`src/rtl/four_button_event_and_idle_timer_macros.svh`:
```
// Assertion macros for the four-button event and idle timer block.
`ifndef FOUR_BUTTON_EVENT_AND_IDLE_TIMER_MACROS_SVH
`define FOUR_BUTTON_EVENT_AND_IDLE_TIMER_MACROS_SVH

`ifndef SYNTH
// Property that must hold at every clock edge out of reset.
`define FBT_ASSERT(lbl, prop, msg) \
  lbl: assert property (@(posedge clk_i) disable iff (!rst_ni) (prop)) else $error(msg);
// Antecedent implies consequent in the same cycle.
`define FBT_ASSERT_IMP(lbl, ante, cons, msg) \
  lbl: assert property (@(posedge clk_i) disable iff (!rst_ni) (ante) |-> (cons)) \
    else $error(msg);
`else
`define FBT_ASSERT(lbl, prop, msg)
`define FBT_ASSERT_IMP(lbl, ante, cons, msg)
`endif

`endif

```
`src/rtl/fbt_pkg.sv`:
```
// Shared types and constants for the four-button event and idle timer.
package fbt_pkg;

  localparam int unsigned NumButtons  = 4;
  localparam int unsigned TimeW       = 32;
  localparam int unsigned DelayW      = 16;
  localparam int unsigned OffSecW     = 12;
  localparam int unsigned OffMsW      = 22;  // 4095 s * 1000 fits in 22 bits
  localparam int unsigned CfgIdxW     = 2;
  localparam int unsigned CfgDataW    = 16;
  localparam int unsigned MsPerSecond = 1000;

  // Logical button positions, after the lefty swap
  localparam int unsigned BtnUp    = 0;
  localparam int unsigned BtnDown  = 1;
  localparam int unsigned BtnLeft  = 2;
  localparam int unsigned BtnRight = 3;

  localparam logic [DelayW-1:0] RepeatDelayRst = 16'd500;

  typedef enum logic [CfgIdxW-1:0] {
    CFG_LEFTY_MODE   = 2'd0,
    CFG_REPEAT_DELAY = 2'd1,
    CFG_AUTO_OFF     = 2'd2
  } cfg_idx_e;

  // Active configuration, auto-off already scaled to milliseconds
  typedef struct packed {
    logic              lefty;
    logic [DelayW-1:0] repeat_delay_ms;
    logic [OffMsW-1:0] auto_off_ms;
  } cfg_t;

  // One poll as taken from the input channel
  typedef struct packed {
    logic             raw_up;
    logic             raw_down;
    logic             raw_left;
    logic             raw_right;
    logic             drive_active;
    logic [TimeW-1:0] now_ms;
  } poll_t;

  // One result item
  typedef struct packed {
    logic [NumButtons-1:0] events;
    logic [TimeW-1:0]      left_hold_ms;
    logic [TimeW-1:0]      right_hold_ms;
    logic                  screen_on;
    logic                  send_off_cmd;
    logic                  send_on_cmd;
  } result_t;

endpackage

```
`src/rtl/fbt_cfg_regs.sv`:
```
// Configuration registers with the auto-off timeout kept in milliseconds.
module fbt_cfg_regs (
  input  logic                          clk_i,
  input  logic                          rst_ni,
  input  logic                          cfg_we_i,
  input  logic [fbt_pkg::CfgIdxW-1:0]   cfg_idx_i,
  input  logic [fbt_pkg::CfgDataW-1:0]  cfg_wdata_i,
  output fbt_pkg::cfg_t                 cfg_o
);
  import fbt_pkg::*;

  cfg_t              cfg_q, cfg_d;
  logic [OffSecW-1:0] off_sec;
  logic [OffMsW-1:0]  off_ms;

  // seconds to milliseconds, constant multiply done at write time
  assign off_sec = cfg_wdata_i[OffSecW-1:0];
  assign off_ms  = OffMsW'(off_sec * OffMsW'(MsPerSecond));

  // register write decode; indexes past the list are dropped
  always_comb begin
    cfg_d = cfg_q;
    if (cfg_we_i) begin
      case (cfg_idx_e'(cfg_idx_i))
        CFG_LEFTY_MODE:   cfg_d.lefty           = cfg_wdata_i[0];
        CFG_REPEAT_DELAY: cfg_d.repeat_delay_ms = cfg_wdata_i[DelayW-1:0];
        CFG_AUTO_OFF:     cfg_d.auto_off_ms     = off_ms;
        default:          cfg_d                 = cfg_q;
      endcase
    end
  end

  always_ff @(posedge clk_i or negedge rst_ni) begin
    if (!rst_ni) begin
      cfg_q.lefty           <= 1'b0;
      cfg_q.repeat_delay_ms <= RepeatDelayRst;
      cfg_q.auto_off_ms     <= '0;
    end else begin
      cfg_q <= cfg_d;
    end
  end

  assign cfg_o = cfg_q;

endmodule

```
`src/rtl/fbt_poll_core.sv`:
```
// Button and screen state plus the per-poll evaluation logic.
module fbt_poll_core (
  input  logic             clk_i,
  input  logic             rst_ni,
  input  logic             step_i,
  input  fbt_pkg::cfg_t    cfg_i,
  input  fbt_pkg::poll_t   poll_i,
  output fbt_pkg::result_t res_o
);
  import fbt_pkg::*;

  logic [NumButtons-1:0] pressed_q, pressed_d;
  logic [NumButtons-1:0] valid_q, valid_d;
  logic [TimeW-1:0]      start_q [NumButtons];
  logic [TimeW-1:0]      last_active_q, last_active_d;
  logic                  dark_q, dark_d;

  logic [NumButtons-1:0] held;
  logic [NumButtons-1:0] pressed_base;
  logic [NumButtons-1:0] fresh;
  logic [NumButtons-1:0] valid_new;
  logic [NumButtons-1:0] rpt;
  logic [TimeW-1:0]      elapsed [NumButtons];
  logic [TimeW-1:0]      hold_ms [NumButtons];
  logic [TimeW-1:0]      idle_ms;
  logic                  active, off_en, wake, timeout, process;

  // logical button levels, pins are active low
  always_comb begin
    if (cfg_i.lefty) begin
      held[BtnUp]    = ~poll_i.raw_down;
      held[BtnDown]  = ~poll_i.raw_up;
      held[BtnLeft]  = ~poll_i.raw_right;
      held[BtnRight] = ~poll_i.raw_left;
    end else begin
      held[BtnUp]    = ~poll_i.raw_up;
      held[BtnDown]  = ~poll_i.raw_down;
      held[BtnLeft]  = ~poll_i.raw_left;
      held[BtnRight] = ~poll_i.raw_right;
    end
  end

  // screen control: wake on activity, sleep after the idle timeout
  assign active  = (|held) | poll_i.drive_active;
  assign off_en  = (cfg_i.auto_off_ms != '0);
  assign wake    = dark_q & active;
  assign idle_ms = poll_i.now_ms - last_active_q;
  // with activity the idle time restarts at zero, so no sleep
  assign timeout = ~dark_q & off_en & ~active &
                   (idle_ms > TimeW'(cfg_i.auto_off_ms));
  assign process = ~(dark_q & ~active) & ~timeout;

  always_comb begin
    last_active_d = last_active_q;
    if (wake || (!dark_q && off_en && active)) begin
      last_active_d = poll_i.now_ms;
    end
  end

  always_comb begin
    dark_d = dark_q;
    if (wake) begin
      dark_d = 1'b0;
    end else if (timeout) begin
      dark_d = 1'b1;
    end
  end

  // a wake marks every button as already pressed
  assign pressed_base = wake ? '1 : pressed_q;

  // per-button edge and hold time; repeat for up and down only
  for (genvar i = 0; i < NumButtons; i++) begin : g_btn
    assign fresh[i]     = held[i] & ~pressed_base[i];
    assign valid_new[i] = fresh[i] | (valid_q[i] & held[i]);
    assign elapsed[i]   = fresh[i] ? '0 : poll_i.now_ms - start_q[i];
    assign hold_ms[i]   = (valid_new[i] && process) ? elapsed[i] : '0;
    if (i == BtnUp || i == BtnDown) begin : g_rpt
      assign rpt[i] = valid_new[i] & (elapsed[i] > TimeW'(cfg_i.repeat_delay_ms));
    end else begin : g_norpt
      assign rpt[i] = 1'b0;
    end

    always_ff @(posedge clk_i) begin
      if (step_i && process && fresh[i]) begin
        start_q[i] <= poll_i.now_ms;
      end
    end
  end

  assign pressed_d = process ? held : pressed_q;
  assign valid_d   = process ? valid_new : valid_q;

  // state advances once per poll
  always_ff @(posedge clk_i or negedge rst_ni) begin
    if (!rst_ni) begin
      pressed_q     <= '0;
      valid_q       <= '0;
      last_active_q <= '0;
      dark_q        <= 1'b0;
    end else if (step_i) begin
      pressed_q     <= pressed_d;
      valid_q       <= valid_d;
      last_active_q <= last_active_d;
      dark_q        <= dark_d;
    end
  end

  // result of this poll
  always_comb begin
    res_o.events        = process ? (fresh | rpt) : '0;
    res_o.left_hold_ms  = hold_ms[BtnLeft];
    res_o.right_hold_ms = hold_ms[BtnRight];
    res_o.screen_on     = ~dark_d;
    res_o.send_off_cmd  = timeout;
    res_o.send_on_cmd   = wake;
  end

endmodule

```
`src/rtl/four_button_event_and_idle_timer.sv`:
```
// Top level: poll input register, evaluation core and result register.
//
//  Channel   Handshake                  Payload
//  poll in   in_valid_i / in_ready_o    raw_up/down/left/right_i, drive_active_i, now_ms_i
//  result    out_valid_o / out_ready_i  *_event_o, *_hold_ms_o, screen_on_o, send_*_cmd_o
//  config    cfg_we_i                   cfg_idx_i, cfg_wdata_i
//
// One poll per cycle while the result is not stalled: a poll waits in the input
// register, is evaluated there against the button state and lands in the result
// register. A stalled result holds the result register; the input register still
// takes one more poll behind it. Reset clears the valid flags and the button and
// screen state and loads the config register defaults; no clearing pass is needed.
module four_button_event_and_idle_timer (
  input  logic                          clk_i,
  input  logic                          rst_ni,
  // configuration
  input  logic                          cfg_we_i,
  input  logic [fbt_pkg::CfgIdxW-1:0]   cfg_idx_i,
  input  logic [fbt_pkg::CfgDataW-1:0]  cfg_wdata_i,
  // poll input
  input  logic                          in_valid_i,
  output logic                          in_ready_o,
  input  logic                          raw_up_i,
  input  logic                          raw_down_i,
  input  logic                          raw_left_i,
  input  logic                          raw_right_i,
  input  logic                          drive_active_i,
  input  logic [fbt_pkg::TimeW-1:0]     now_ms_i,
  // result output
  output logic                          out_valid_o,
  input  logic                          out_ready_i,
  output logic                          up_event_o,
  output logic                          down_event_o,
  output logic                          left_event_o,
  output logic                          right_event_o,
  output logic [fbt_pkg::TimeW-1:0]     left_hold_ms_o,
  output logic [fbt_pkg::TimeW-1:0]     right_hold_ms_o,
  output logic                          screen_on_o,
  output logic                          send_off_cmd_o,
  output logic                          send_on_cmd_o
);
  import fbt_pkg::*;

`include "four_button_event_and_idle_timer_macros.svh"

  cfg_t    cfg;
  poll_t   poll_q;
  logic    poll_vld_q;
  result_t res, res_q;
  logic    res_vld_q;
  logic    advance;
  logic    in_xfer;

  fbt_cfg_regs u_cfg_regs (
    .clk_i       (clk_i),
    .rst_ni      (rst_ni),
    .cfg_we_i    (cfg_we_i),
    .cfg_idx_i   (cfg_idx_i),
    .cfg_wdata_i (cfg_wdata_i),
    .cfg_o       (cfg)
  );

  // pipeline flow control
  assign advance    = poll_vld_q & (~res_vld_q | out_ready_i);
  assign in_ready_o = ~poll_vld_q | advance;
  assign in_xfer    = in_valid_i & in_ready_o;

  // input register
  always_ff @(posedge clk_i or negedge rst_ni) begin
    if (!rst_ni) begin
      poll_vld_q <= 1'b0;
    end else if (in_ready_o) begin
      poll_vld_q <= in_valid_i;
    end
  end

  always_ff @(posedge clk_i) begin
    if (in_xfer) begin
      poll_q.raw_up       <= raw_up_i;
      poll_q.raw_down     <= raw_down_i;
      poll_q.raw_left     <= raw_left_i;
      poll_q.raw_right    <= raw_right_i;
      poll_q.drive_active <= drive_active_i;
      poll_q.now_ms       <= now_ms_i;
    end
  end

  fbt_poll_core u_poll_core (
    .clk_i  (clk_i),
    .rst_ni (rst_ni),
    .step_i (advance),
    .cfg_i  (cfg),
    .poll_i (poll_q),
    .res_o  (res)
  );

  // result register
  always_ff @(posedge clk_i or negedge rst_ni) begin
    if (!rst_ni) begin
      res_vld_q <= 1'b0;
    end else if (advance) begin
      res_vld_q <= 1'b1;
    end else if (out_ready_i) begin
      res_vld_q <= 1'b0;
    end
  end

  always_ff @(posedge clk_i) begin
    if (advance) begin
      res_q <= res;
    end
  end

  assign out_valid_o     = res_vld_q;
  assign up_event_o      = res_q.events[BtnUp];
  assign down_event_o    = res_q.events[BtnDown];
  assign left_event_o    = res_q.events[BtnLeft];
  assign right_event_o   = res_q.events[BtnRight];
  assign left_hold_ms_o  = res_q.left_hold_ms;
  assign right_hold_ms_o = res_q.right_hold_ms;
  assign screen_on_o     = res_q.screen_on;
  assign send_off_cmd_o  = res_q.send_off_cmd;
  assign send_on_cmd_o   = res_q.send_on_cmd;

  // checks
  `FBT_ASSERT(a_cmd_excl, !(out_valid_o && send_on_cmd_o && send_off_cmd_o), "both screen cmds")
  `FBT_ASSERT_IMP(a_off_quiet, out_valid_o && send_off_cmd_o, !screen_on_o && !up_event_o && !down_event_o && !left_event_o && !right_event_o && left_hold_ms_o == '0 && right_hold_ms_o == '0, "activity reported on sleep")
  `FBT_ASSERT_IMP(a_on_lit, out_valid_o && send_on_cmd_o, screen_on_o, "wake with screen off")
  `FBT_ASSERT_IMP(a_ready_free, !out_valid_o, in_ready_o, "input stalled with empty output")

endmodule
```
`config.mk`:
```
export PLATFORM = sky130hd
export DESIGN_NAME = four_button_event_and_idle_timer
export DESIGN_NICKNAME = d
export VERILOG_FILES = /design/src/rtl/fbt_pkg.sv /design/src/rtl/fbt_cfg_regs.sv /design/src/rtl/fbt_poll_core.sv /design/src/rtl/four_button_event_and_idle_timer.sv
export VERILOG_INCLUDE_DIRS = /design/src /design/src/rtl
export SDC_FILE = /design/constraint.sdc
export NUM_CORES = 1
export LEC_CHECK = 0
export BUFFER_PORTS_ARGS = -buffer_cell sky130_fd_sc_hd__buf_2
export CAP_MARGIN = 10
export CORE_ASPECT_RATIO = 1.4
export CORE_UTILIZATION = 50
export CTS_CLUSTER_DIAMETER = 100
export DETAILED_ROUTE_END_ITERATION = 7
export PLACE_DENSITY = 0.66
export SETUP_SLACK_MARGIN = 0.15
export SLEW_MARGIN = 40
export SYNTH_ARGS = -nofsm -noshare
export SYNTH_HDL_FRONTEND = slang
export SYNTH_SLANG_ARGS = --single-unit
```
`constraint.sdc`:
```
create_clock -name clk_i -period 8.6 [get_ports clk_i]
set_clock_uncertainty 0.15 [all_clocks]
set_input_delay 1.72 -clock clk_i [delete_from_list [all_inputs] [get_ports clk_i]]
set_output_delay 1.72 -clock clk_i [all_outputs]
set_load 0.1 [all_outputs]
```
==> results of run 1 <==
## synth_stat cells, drive strengths merged (7+ instances only)
cell,instances,area (sq um)
or3,16,110.1
o22ai,8,50.05
nor3b,8,65.06
o211ai,18,135.1
a211oi,23,177.7
dfrtp,73,1827
inv,264,991.0
and3,19,118.9
or2,10,62.56
nand2,117,439.2
a41oi,8,85.08
o21ai,129,653.1
ha,251,3141
fa,43,860.8
mux2i,8,80.08
o31ai,9,72.57
o21a,33,247.7
xor2,47,411.6
nand3,31,155.2
nand4,27,168.9
a21oi,141,709.4
a21o,59,442.9
nor4,15,93.84
mux2,56,641.9
a31oi,22,152.7
xnor2,68,595.6
nor3,64,320.3
nor2,184,690.7
o21bai,11,82.58
nor2b,31,193.9
clkbuf,34,131.4
o41ai,7,76.32
and2,13,81.33
nand2b,32,200.2
o31a,7,61.31
edfxtp,236,7087
## worst max path at each step
stage,startpoint,endpoint,cells past startpoint
floorplan,out_ready_i,u_poll_core.start_q[0][0],5
global placement,cfg_wdata_i[0],u_cfg_regs.cfg_o[21],17
detailed placement,cfg_wdata_i[0],u_cfg_regs.cfg_o[21],17
CTS,cfg_wdata_i[0],u_cfg_regs.cfg_o[21],17
global route,cfg_wdata_i[0],u_cfg_regs.cfg_o[21],17
finish,poll_q[0],u_poll_core.pressed_q[2],23
## worst max-delay path: cells and delay by family (launching register included)
kind / cells / cell delay, ps
AO/OA/AOI/OAI: 9 / 1800
XOR/XNOR: 1 / 160
adder cells (fa/ha/maj): 3 / 1000
buffers and inverters: 1 / 190
flip-flops: 1 / 440
multiplexers: 1 / 330
AND/OR/NAND/NOR: 8 / 1630
## through the flow
| stage | instances | hold WS [ps] | utilization, % | total power, uW |
|---|---|---|---|---|
| floorplan | 2220 | 298.7 | - | 3807 |
| detailed placement | 2899 | 325.1 | 54.03 | 4377 |
| finish | 2962 | 327.8 | 56.65 | 5869 |
| global placement | 2896 | 317.5 | 53.94 | 4315 |
| global route | 2962 | 352.5 | 56.65 | 6270 |
| CTS | 2962 | 333.6 | 56.63 | 5911 |
## flip-flops by register name, indices dropped and copies added (netlist names)
name and flops:
out_valid_o 1, right_hold_ms_o 32, u_cfg_regs.cfg_o 36, send_on_cmd_o 1
u_poll_core.dark_q 1, u_poll_core.pressed_q 4, left_event_o 1, send_off_cmd_o 1
poll_vld_q 1, left_hold_ms_o 32, right_event_o 1, screen_on_o 1
up_event_o 1, down_event_o 1, poll_q 37, u_poll_core.last_active_q 32
u_poll_core.valid_q 4, u_poll_core.start_q 128
## power by group through the flow
stage                     sequential [uW]  clock, uW  combinational [uW]
after detailed placement             2000          0                2380
after global routing                 1990       1600                2680
after global placement               1990          0                2320
after CTS                            1970       1550                2390
after floorplan                      2230          0                1570
final                                1970       1510                2390
## cell type report
class | instances | share of cell area (%)
clock buffer | 41 | 3.674
clock inverter | 22 | 0.9099
inverter | 264 | 3.959
multi-input combinational | 1602 | 48.92
sequential | 315 | 36.24
tap | 558 | 2.790
timing repair buffer | 160 | 3.504
## kinds of logic (layout without fill, tap and decap cells)
logic type,count (synthesis),after routing
muxes,64,64
AOI/OAI and AO/OA,545,545
and+or+nand+nor,584,584
adders and majority gates,294,294
xor gates and xnor gates,115,115
DFF,315,315
buffers and inverters,303,487
## per-layer routing
layer | vias to the layer above | track usage, % | share of wire, %
li1 | 8348 | - | -
met1 | 8073 | 27.47 | 41
met2 | 327 | 45.89 | 52
met3 | 98 | 2.651 | 2.8
met4 | 0 | 10.45 | 4.1
met5 | - | 0 | 0
==> results.yml, run 1 <==
detailed_routing:
  dr.pass1.iters: 5
  routed_wl_um: 54060
  route.detailed.drc: 0
  drt_iter0_drc: 850
  via_per_inst: 5.687
  vias: 16850
  drtAntennaViolNets: 0
  wl_per_cell_um: 18.25
worst_setup_path:
  crit_arrival_ps: 6080
  start_kind: "flip-flop"
  cpMaxStageDelayCell: "o31ai_1"
  reg2reg_slack_ps: 2790
  crit_fanout: 7
  r2r_cells: 23
  criticalPathCategory: "reg -> reg"
  worstReg2RegStart: "poll_q[0]"
  cp_cell_sequence: "inv_1 -> ha_1 -> fa_1 -> nand2b_1 -> a21oi_1 -> o21ai_1 -> o31ai_1 -> nand3_1 -> nand2_1 -> a21oi_1 -> xnor2_1 -> ha_1 -> nand4_1 -> nor4_1 -> a21oi_1 -> nor2_1 -> a41o_1 -> o2111ai_1 -> a311o_1 -> nor3_1 -> and4_4 -> a31oi_4 -> mux2_4"
  rr_endpoint: "u_poll_core.pressed_q[2]"
  endpoint_kind: "flip-flop"
  critPathMaxStageDelay_ps: 460
  cp.required_ps: 8870
  path_common_cell: "a21oi_1"
floorplanning:
  io_pins: 133
  core-area_sq_mm: 0.04418
  initial_utilization_pct: 50.71
  rows: 91
  fp.dieH_um: 252.5
  die_area_sq_mm: 0.04567
  die_width_um: 180.9
pwr:
  vdd_drop_max_uv: 231.4
  power.switching_uw: 2229
  p_leak_uw: 0.01112
  power_frac_comb_pct: 40.7
  pwr-share-clk_pct: 25.7
  pwr-share-seq_pct: 33.6
  intPower_uw: 3640
  switching_share_pct: 37.98
  p_per_area_mw_per_mm2: 234.5
synth:
  ys_ff_latch: 315
  syn-cell-area_sq_mm: 0.02240
  synth.distinct_cells: 88
  ys.flop_type: "edfxtp_1"
  synth_warnings: 0
  ys_async_sr_fraction_pct: 25.08
  synth-simple-area-share_pct: 12.71
  syn-num-nets: 2574
  ys_seq_area_share_pct: 40.49
  synth_top_family_by_area: "adder cells"
  synth_compound_area_share_pct: 16.10
  syn_area_per_cell_sq_um: 10.09
  synthAdderAreaFrac_pct: 17.86
  muxShareOfSynthArea_pct: 3.222
  synth-edff-count: 236
  synthCells: 2220
  synthXorXnorAreaFrac_pct: 4.496
finish:
  final_cell_mix: "inv_1 (264), ha_1 (251), edfxtp_1 (236)"
  nets: 2732
  final_area_sq_mm: 0.02503
  multi_input_area_sq_mm: 0.01224
  syn_to_final_growth_pct: 11.71
  final_common_cell: "inv_1"
  nFillCells: 3875
  regArea_sq_mm: 0.009071
  drive_gt1_share_pct: 13.14
  insertedDiodeCount: 0
placement:
  post_dp_cell_area_sq_mm: 0.02387
  numPortBuffers: 132
  post-place-ws_ps: 2018
  gp_congestion: 0.8952
  hpwl_um: 42220
grt:
  grt_max_degree: 63
  antenna_found_initial: 0
  grt_use_total_pct: 24.30
  grt_pass1_vias: 17430
  grt_pass1_wl_um: 88140
  overflow: 0
timing:
  fmax_ghz: 0.1720
  finalCriticalPeriod_ps: 5813
  finalMaxSlewViolations: 0
  rsz0062_at_grt: "no"
  worst_pin_slew_ps: 841.6
  finalHoldViolCount: 0
  layout_setup_ws_ps: 2787
  finalSetupViolations: 0
  fin_crit_sh_pct: 67.59
  max-slew-margin-rel_pct: 42.44
  tns_ps: 0
min_path:
  min_to: "u_cfg_regs.cfg_o[27]"
  hp-start: "u_cfg_regs.cfg_o[27]"
  hold_class: "reg -> reg"
  holdPathStages: 2
cts:
  cts.repair.resized: 0
  h-tree-depth: 2
  clockBufferDepth: 3
  clock_latency_ps: 540
  clockRootBuffer: "clkbuf_16"
  cts_made_buffers: 35
  clk_pin_slew_worst_paths_ps: 60
  cts_tree: "built"
  cts.sinks: 315
  cts_setup_buffers: 0
  hold_buffers: 0
outcome:
  outcome: "complete, no violations"
flow_run:
  cap_viol_max_count: 0
Note: power is estimated with default switching activity, not from simulation.
==> inputs of run 2 (changes only) <==
--- a/config.mk
+++ b/config.mk
@@ -12,7 +12,7 @@
 export CORE_UTILIZATION = 50
 export CTS_CLUSTER_DIAMETER = 100
 export DETAILED_ROUTE_END_ITERATION = 7
-export PLACE_DENSITY = 0.66
+export PLACE_DENSITY = 0.68
 export SETUP_SLACK_MARGIN = 0.15
 export SLEW_MARGIN = 40
 export SYNTH_ARGS = -nofsm -noshare
==> constraint.sdc (replaced) <==
create_clock -name clk_i -period 5.3 [get_ports clk_i]
set_clock_uncertainty 0.15 [all_clocks]
set_input_delay 1.06 -clock clk_i [delete_from_list [all_inputs] [get_ports clk_i]]
set_output_delay 1.06 -clock clk_i [all_outputs]
set_load 0.1 [all_outputs]
==> run 2 against run 1 <==
Critical path depth up 1. Sequential power up 62%. Power up 66%. Clock power up 51%. Sequential share of layout area down 1.2 points. Sequential cell count unchanged. Via count up 3.5%. Hold slack better by 11 ps. Count of clock-buffer cells in the layout unchanged. Register-to-register slack worse by 2600 ps. Core utilization up 2.0 points. Critical path type unchanged.
==> results.yml, run 2 (same netlist as run 1, synthesis figures left out) <==
worst_setup_path:
  cp.required_ps: 5570
  path_common_cell: "buf_4"
  reg2reg_slack_ps: 210
  cp_cell_sequence: "ha_4 -> fa_2 -> nand2b_4 -> a21oi_4 -> o21ai_2 -> o31ai_2 -> buf_4 -> nand3_2 -> nand2_1 -> a21oi_2 -> xnor2_1 -> ha_1 -> nand4_1 -> nor4_2 -> buf_4 -> a21oi_1 -> nor2_1 -> a41o_1 -> o2111ai_2 -> a311o_1 -> nor3_2 -> and4_4 -> a31oi_4 -> mux2_4"
  critPathMaxStageDelay_ps: 420
  rr_endpoint: "u_poll_core.pressed_q[1]"
  crit_arrival_ps: 5360
  critical_path.endpoint: "u_poll_core.pressed_q[1]"
  crit_fanout: 7
  worstReg2RegStart: "u_poll_core.last_active_q[0]"
  cpMaxStageDelayCell: "dfrtp_1"
  crit_start: "u_poll_core.last_active_q[0]"
  endpoint_kind: "flip-flop"
  r2r_cells: 24
  criticalPathCategory: "reg -> reg"
  start_kind: "flip-flop"
detailed_routing:
  routed_wl_um: 56900
  vias: 17430
  drt_iter0_drc: 977
  wl_per_cell_um: 18.65
  drtAntennaViolNets: 0
  route.detailed.drc: 0
  via_per_inst: 5.712
  dr.pass1.iters: 6
finish:
  multi_input_area_sq_mm: 0.01254
  largest_reg_flops: 128
  regMostFlops: "u_poll_core.start_q"
  insertedDiodeCount: 0
  final_core_util_pct: 58.66
  final_common_cell: "inv_1"
  nets: 2822
  final_cell_mix: "inv_1 (262), ha_1 (243), edfxtp_1 (236)"
  nFillCells: 3860
  syn_to_final_growth_pct: 15.67
  regArea_sq_mm: 0.009071
  drive_gt1_share_pct: 17.89
pwr:
  p_leak_uw: 0.01154
  power.total_uw: 9758
  p_per_area_mw_per_mm2: 376.5
  vdd_drop_max_uv: 316.7
timing:
  worst_pin_slew_ps: 695.2
  finalSetupViolations: 0
  rsz0062_at_grt: "yes"
  fmax_ghz: 0.1965
  fin_crit_sh_pct: 96.02
  finalMaxSlewViolations: 0
  finalHoldViolCount: 0
  finalCriticalPeriod_ps: 5089
  max-slew-margin-rel_pct: 53.16
placement:
  numPortBuffers: 132
  gp_congestion: 0.8944
  hpwl_um: 44490
floorplanning:
  core-area_sq_mm: 0.04418
  die_area_sq_mm: 0.04567
  fp.dieH_um: 252.5
  initial_utilization_pct: 50.71
  die_width_um: 180.9
  rows: 91
  io_pins: 133
cts:
  clockRootBuffer: "clkbuf_16"
  clock_latency_ps: 540
  h-tree-depth: 2
  cts_tree: "built"
  clockBufferDepth: 3
  cts_made_buffers: 35
  cts.sinks: 315
  clk_pin_slew_worst_paths_ps: 60
grt:
  overflow: 0
  grt_max_degree: 68
  grt_use_total_pct: 25.13
  grt_pass1_vias: 17650
  grt_pass1_wl_um: 90960
  antenna_found_initial: 0
flow_run:
  cap_viol_max_count: 0
min_path:
  hold_class: "reg -> reg"
outcome:
  outcome: "complete, no violations"
==> run 2: changes by cell type in the layout (fill, tap and decap cells not counted), sizes merged <==
cell and change:
buf +90, bufinv -3, clkinv +3, inv -1
==> run 2: repair_timing <==
| item | in CTS | in global routing |
|---|---|---|
| endpoints found under the setup margin | 5 | 15 |
| pin swaps | 0 | 40 |
| resized for setup | 4 | 49 |
| hold buffers | 0 | 0 |
| buffers inserted | 1 | 14 |
==> run 2: layout make-up <==
type	count	share of cell area, %
multi-input cells	1602	48.38
repair buffers	250	6.083
clock buffers	41	3.467
clock inverters	21	0.5407
flip-flops and latches	315	35.00
well taps	558	2.694
inverters	264	3.834
==> run 2: stage by stage <==
stage	worst slack, ps	cells	hold WS (ps)	setup TNS (ps)	area [sq um]
floorplan	139.7	2220	298.7	0	22440
CTS	150.3	3037	342.3	0	25550
detailed placement	-235.7	2974	333.8	-773.8	24480
global placement	-237.6	2971	320.9	-568.1	24440
global route	72.55	3051	362.6	0	25910
finish	210.8	3051	338.9	0	25910
==> run 2: critical path: cells and delay by family (launching register included) <==
kind	cells	cell delay, ps
AOI/OAI and AO/OA	9	1430
xor gates and xnor gates	1	130
DFF	1	420
and+or+nand+nor	8	1370
buffers and inverters	2	310
adders and majority gates	3	820
muxes	1	330
==> run 2: power breakdown <==
part / switching (uW) / internal (uW) / total [uW] / leakage [uW]
logic: 2560 / 1730 / 4290 / 0.00787
clock network: 1010 / 1270 / 2280 / 0.000507
registers: 194 / 2990 / 3190 / 0.00316
total: 3770 / 5990 / 9760 / 0.0115
==> run 2: per-layer routing <==
metal | share of wire (%) | global-route usage [%]
met1 | 41 | 29.86
met2 | 52 | 46.59
met3 | 3.1 | 2.478
met4 | 3.8 | 9.451
met5 | 0 | 0
==> run 2: worst min-delay path by stage <==
stage | cells after the start | endpoint | start | slack (ps)
2_1_floorplan | 1 | out_valid_o | poll_vld_q | 300
3_3_place_gp | 1 | out_valid_o | poll_vld_q | 320
3_5_place_dp | 2 | u_cfg_regs.cfg_o[27] | u_cfg_regs.cfg_o[27] | 330
4_1_cts | 2 | u_cfg_regs.cfg_o[27] | u_cfg_regs.cfg_o[27] | 340
5_1_grt | 2 | u_cfg_regs.cfg_o[27] | u_cfg_regs.cfg_o[27] | 360
6_report | 2 | u_cfg_regs.cfg_o[27] | u_cfg_regs.cfg_o[27] | 340
==> inputs of run 3 (changes only) <==
--- a/config.mk
+++ b/config.mk
@@ -12,7 +12,7 @@
 export CORE_UTILIZATION = 50
 export CTS_CLUSTER_DIAMETER = 100
 export DETAILED_ROUTE_END_ITERATION = 7
-export PLACE_DENSITY = 0.68
+export PLACE_DENSITY = 0.66
 export SETUP_SLACK_MARGIN = 0.15
 export SLEW_MARGIN = 40
 export SYNTH_ARGS = -nofsm -noshare
==> constraint.sdc (replaced) <==
create_clock -name clk_i -period 5.9 [get_ports clk_i]
set_clock_uncertainty 0.15 [all_clocks]
set_input_delay 1.18 -clock clk_i [delete_from_list [all_inputs] [get_ports clk_i]]
set_output_delay 1.18 -clock clk_i [all_outputs]
set_load 0.1 [all_outputs]
==> run 3 against run 2 <==
Fmax down 5.9%. Combinational power down 17%. Clock power about the same.
==> results.yml, run 3 (same netlist as run 1, synthesis figures left out) <==
outcome:
  outcome: "complete, no violations"
floorplanning:
  initial_utilization_pct: 50.71
  die_area_sq_mm: 0.04567
  rows: 91
  die_width_um: 180.9
  io_pins: 133
  fp.dieH_um: 252.5
  core-area_sq_mm: 0.04418
worst_setup_path:
  worstReg2RegStart: "poll_q[0]"
  critPathMaxStageDelay_ps: 460
  cp_cell_sequence: "inv_1 -> buf_4 -> ha_1 -> inv_1 -> fa_1 -> a211oi_1 -> nor2_1 -> o211ai_1 -> nand2_1 -> a21oi_1 -> o21bai_1 -> a21oi_1 -> xor2_1 -> nor2_1 -> ha_1 -> nand4_1 -> nor3_1 -> nand2_1 -> o211ai_1 -> nand4_1 -> nor4_1 -> nand3_1 -> nor4_2 -> a41oi_1"
  start_kind: "flip-flop"
  criticalPathCategory: "reg -> reg"
  critical_path.endpoint: "down_event_o"
  rr_endpoint: "down_event_o"
  r2r_cells: 24
  endpoint_kind: "flip-flop"
  crit_start: "poll_q[0]"
  cpMaxStageDelayCell: "edfxtp_1"
  crit_fanout: 5
  reg2reg_slack_ps: 490
  cp.required_ps: 6020
  crit_arrival_ps: 5530
pwr:
  p_leak_uw: 0.01122
  power.total_uw: 8701
  p_per_area_mw_per_mm2: 344.7
  vdd_drop_max_uv: 270.5
detailed_routing:
  routed_wl_um: 56850
  wl_per_cell_um: 19.08
  drtAntennaViolNets: 0
  via_per_inst: 5.768
  vias: 17180
  dr.pass1.iters: 6
  drt_iter0_drc: 816
  route.detailed.drc: 0
finish:
  final_cells: 2979
  insertedDiodeCount: 0
  syn_to_final_growth_pct: 12.68
  largest_reg_flops: 128
  final_cell_mix: "inv_1 (264), ha_1 (251), edfxtp_1 (236)"
  drive_gt1_share_pct: 14.29
  regMostFlops: "u_poll_core.start_q"
  final_core_util_pct: 57.15
  nets: 2750
  final_common_cell: "inv_1"
cts:
  hold_buffers: 0
  clock_latency_ps: 540
  h-tree-depth: 2
  cts_made_buffers: 34
  clockBufferDepth: 3
  cts_tree: "built"
  clockRootBuffer: "clkbuf_16"
  cts.sinks: 315
  clk_pin_slew_worst_paths_ps: 70
timing:
  tns_ps: 0
  finalMaxSlewViolations: 0
  fmax_ghz: 0.1850
  finalSetupViolations: 0
  worst_pin_slew_ps: 809.5
  fin_crit_sh_pct: 91.62
  layout_setup_ws_ps: 494.2
  finalCriticalPeriod_ps: 5406
  finalHoldViolCount: 0
  max-slew-margin-rel_pct: 46.03
  rsz0062_at_grt: "no"
min_path:
  hold_class: "in -> async"
placement:
  hpwl_um: 44310
  gp_congestion: 0.9533
  post-place-ws_ps: 84.57
  numPortBuffers: 132
  place_inst: 2917
grt:
  overflow: 0
  grt_pass1_vias: 17430
  grt_max_degree: 68
  antenna_found_initial: 0
  grt_pass1_wl_um: 90540
  grt_use_total_pct: 25.15
flow_run:
  cap_viol_max_count: 0
-- run 3: worst min path at each step --
stage                                         end                 start
global placement                      out_valid_o            poll_vld_q
finish              u_poll_core.last_active_q[31]                rst_ni
CTS                 u_poll_core.last_active_q[26]                rst_ni
floorplan                             out_valid_o            poll_vld_q
global route        u_poll_core.last_active_q[31]                rst_ni
detailed placement           u_cfg_regs.cfg_o[27]  u_cfg_regs.cfg_o[27]
-- run 3: critical path, delay by kind of cell, from the launching register on --
| family | cells | cell delay [ps] |
|---|---|---|
| compound gates | 7 | 1340 |
| xor+xnor | 1 | 170 |
| fa+ha+maj | 3 | 880 |
| buf+inv | 3 | 430 |
| flops | 1 | 460 |
| simple gates | 10 | 1720 |
-- run 3: cell type report --
cell class	instances	area (sq um)
fillers	3876	18930
multi-input cells	1602	12280
flip-flops and latches	315	9071
repair buffers	179	1020
inverters	264	991.0
clock buffers	39	922.1
well taps	558	698.2
clock inverters	22	266.5
-- run 3: what timing repair did --
item	CTS	global route
endpoints found under the setup margin	0	12
setup buffers	0	1
gates resized for setup	0	6
-- run 3: metal layers --
layer / vias up / global-route usage, % / wire length, um
met5: - / 0 / 0
met4: 0 / 9.621 / 1892
met3: 105 / 2.291 / 1607
met2: 342 / 46.97 / 29690
met1: 8357 / 29.64 / 23660
li1: 8380 / - / -
-- run 3: per-stage QoR --
step                      hold WS (ps)  cell area [sq um]
after floorplan                  298.7              22420
after global routing             332.2              25250
after global placement           320.8              23990
after detailed placement         327.9              24020
final                            332.6              25250
after CTS                        322.1              25210
-- run 3: power breakdown --
group	switching, uW	internal, uW	leakage (uW)
logic	2210	1340	0.00750
registers	174	2690	0.00316
clock network	934	1360	0.000564
total	3320	5390	0.0112
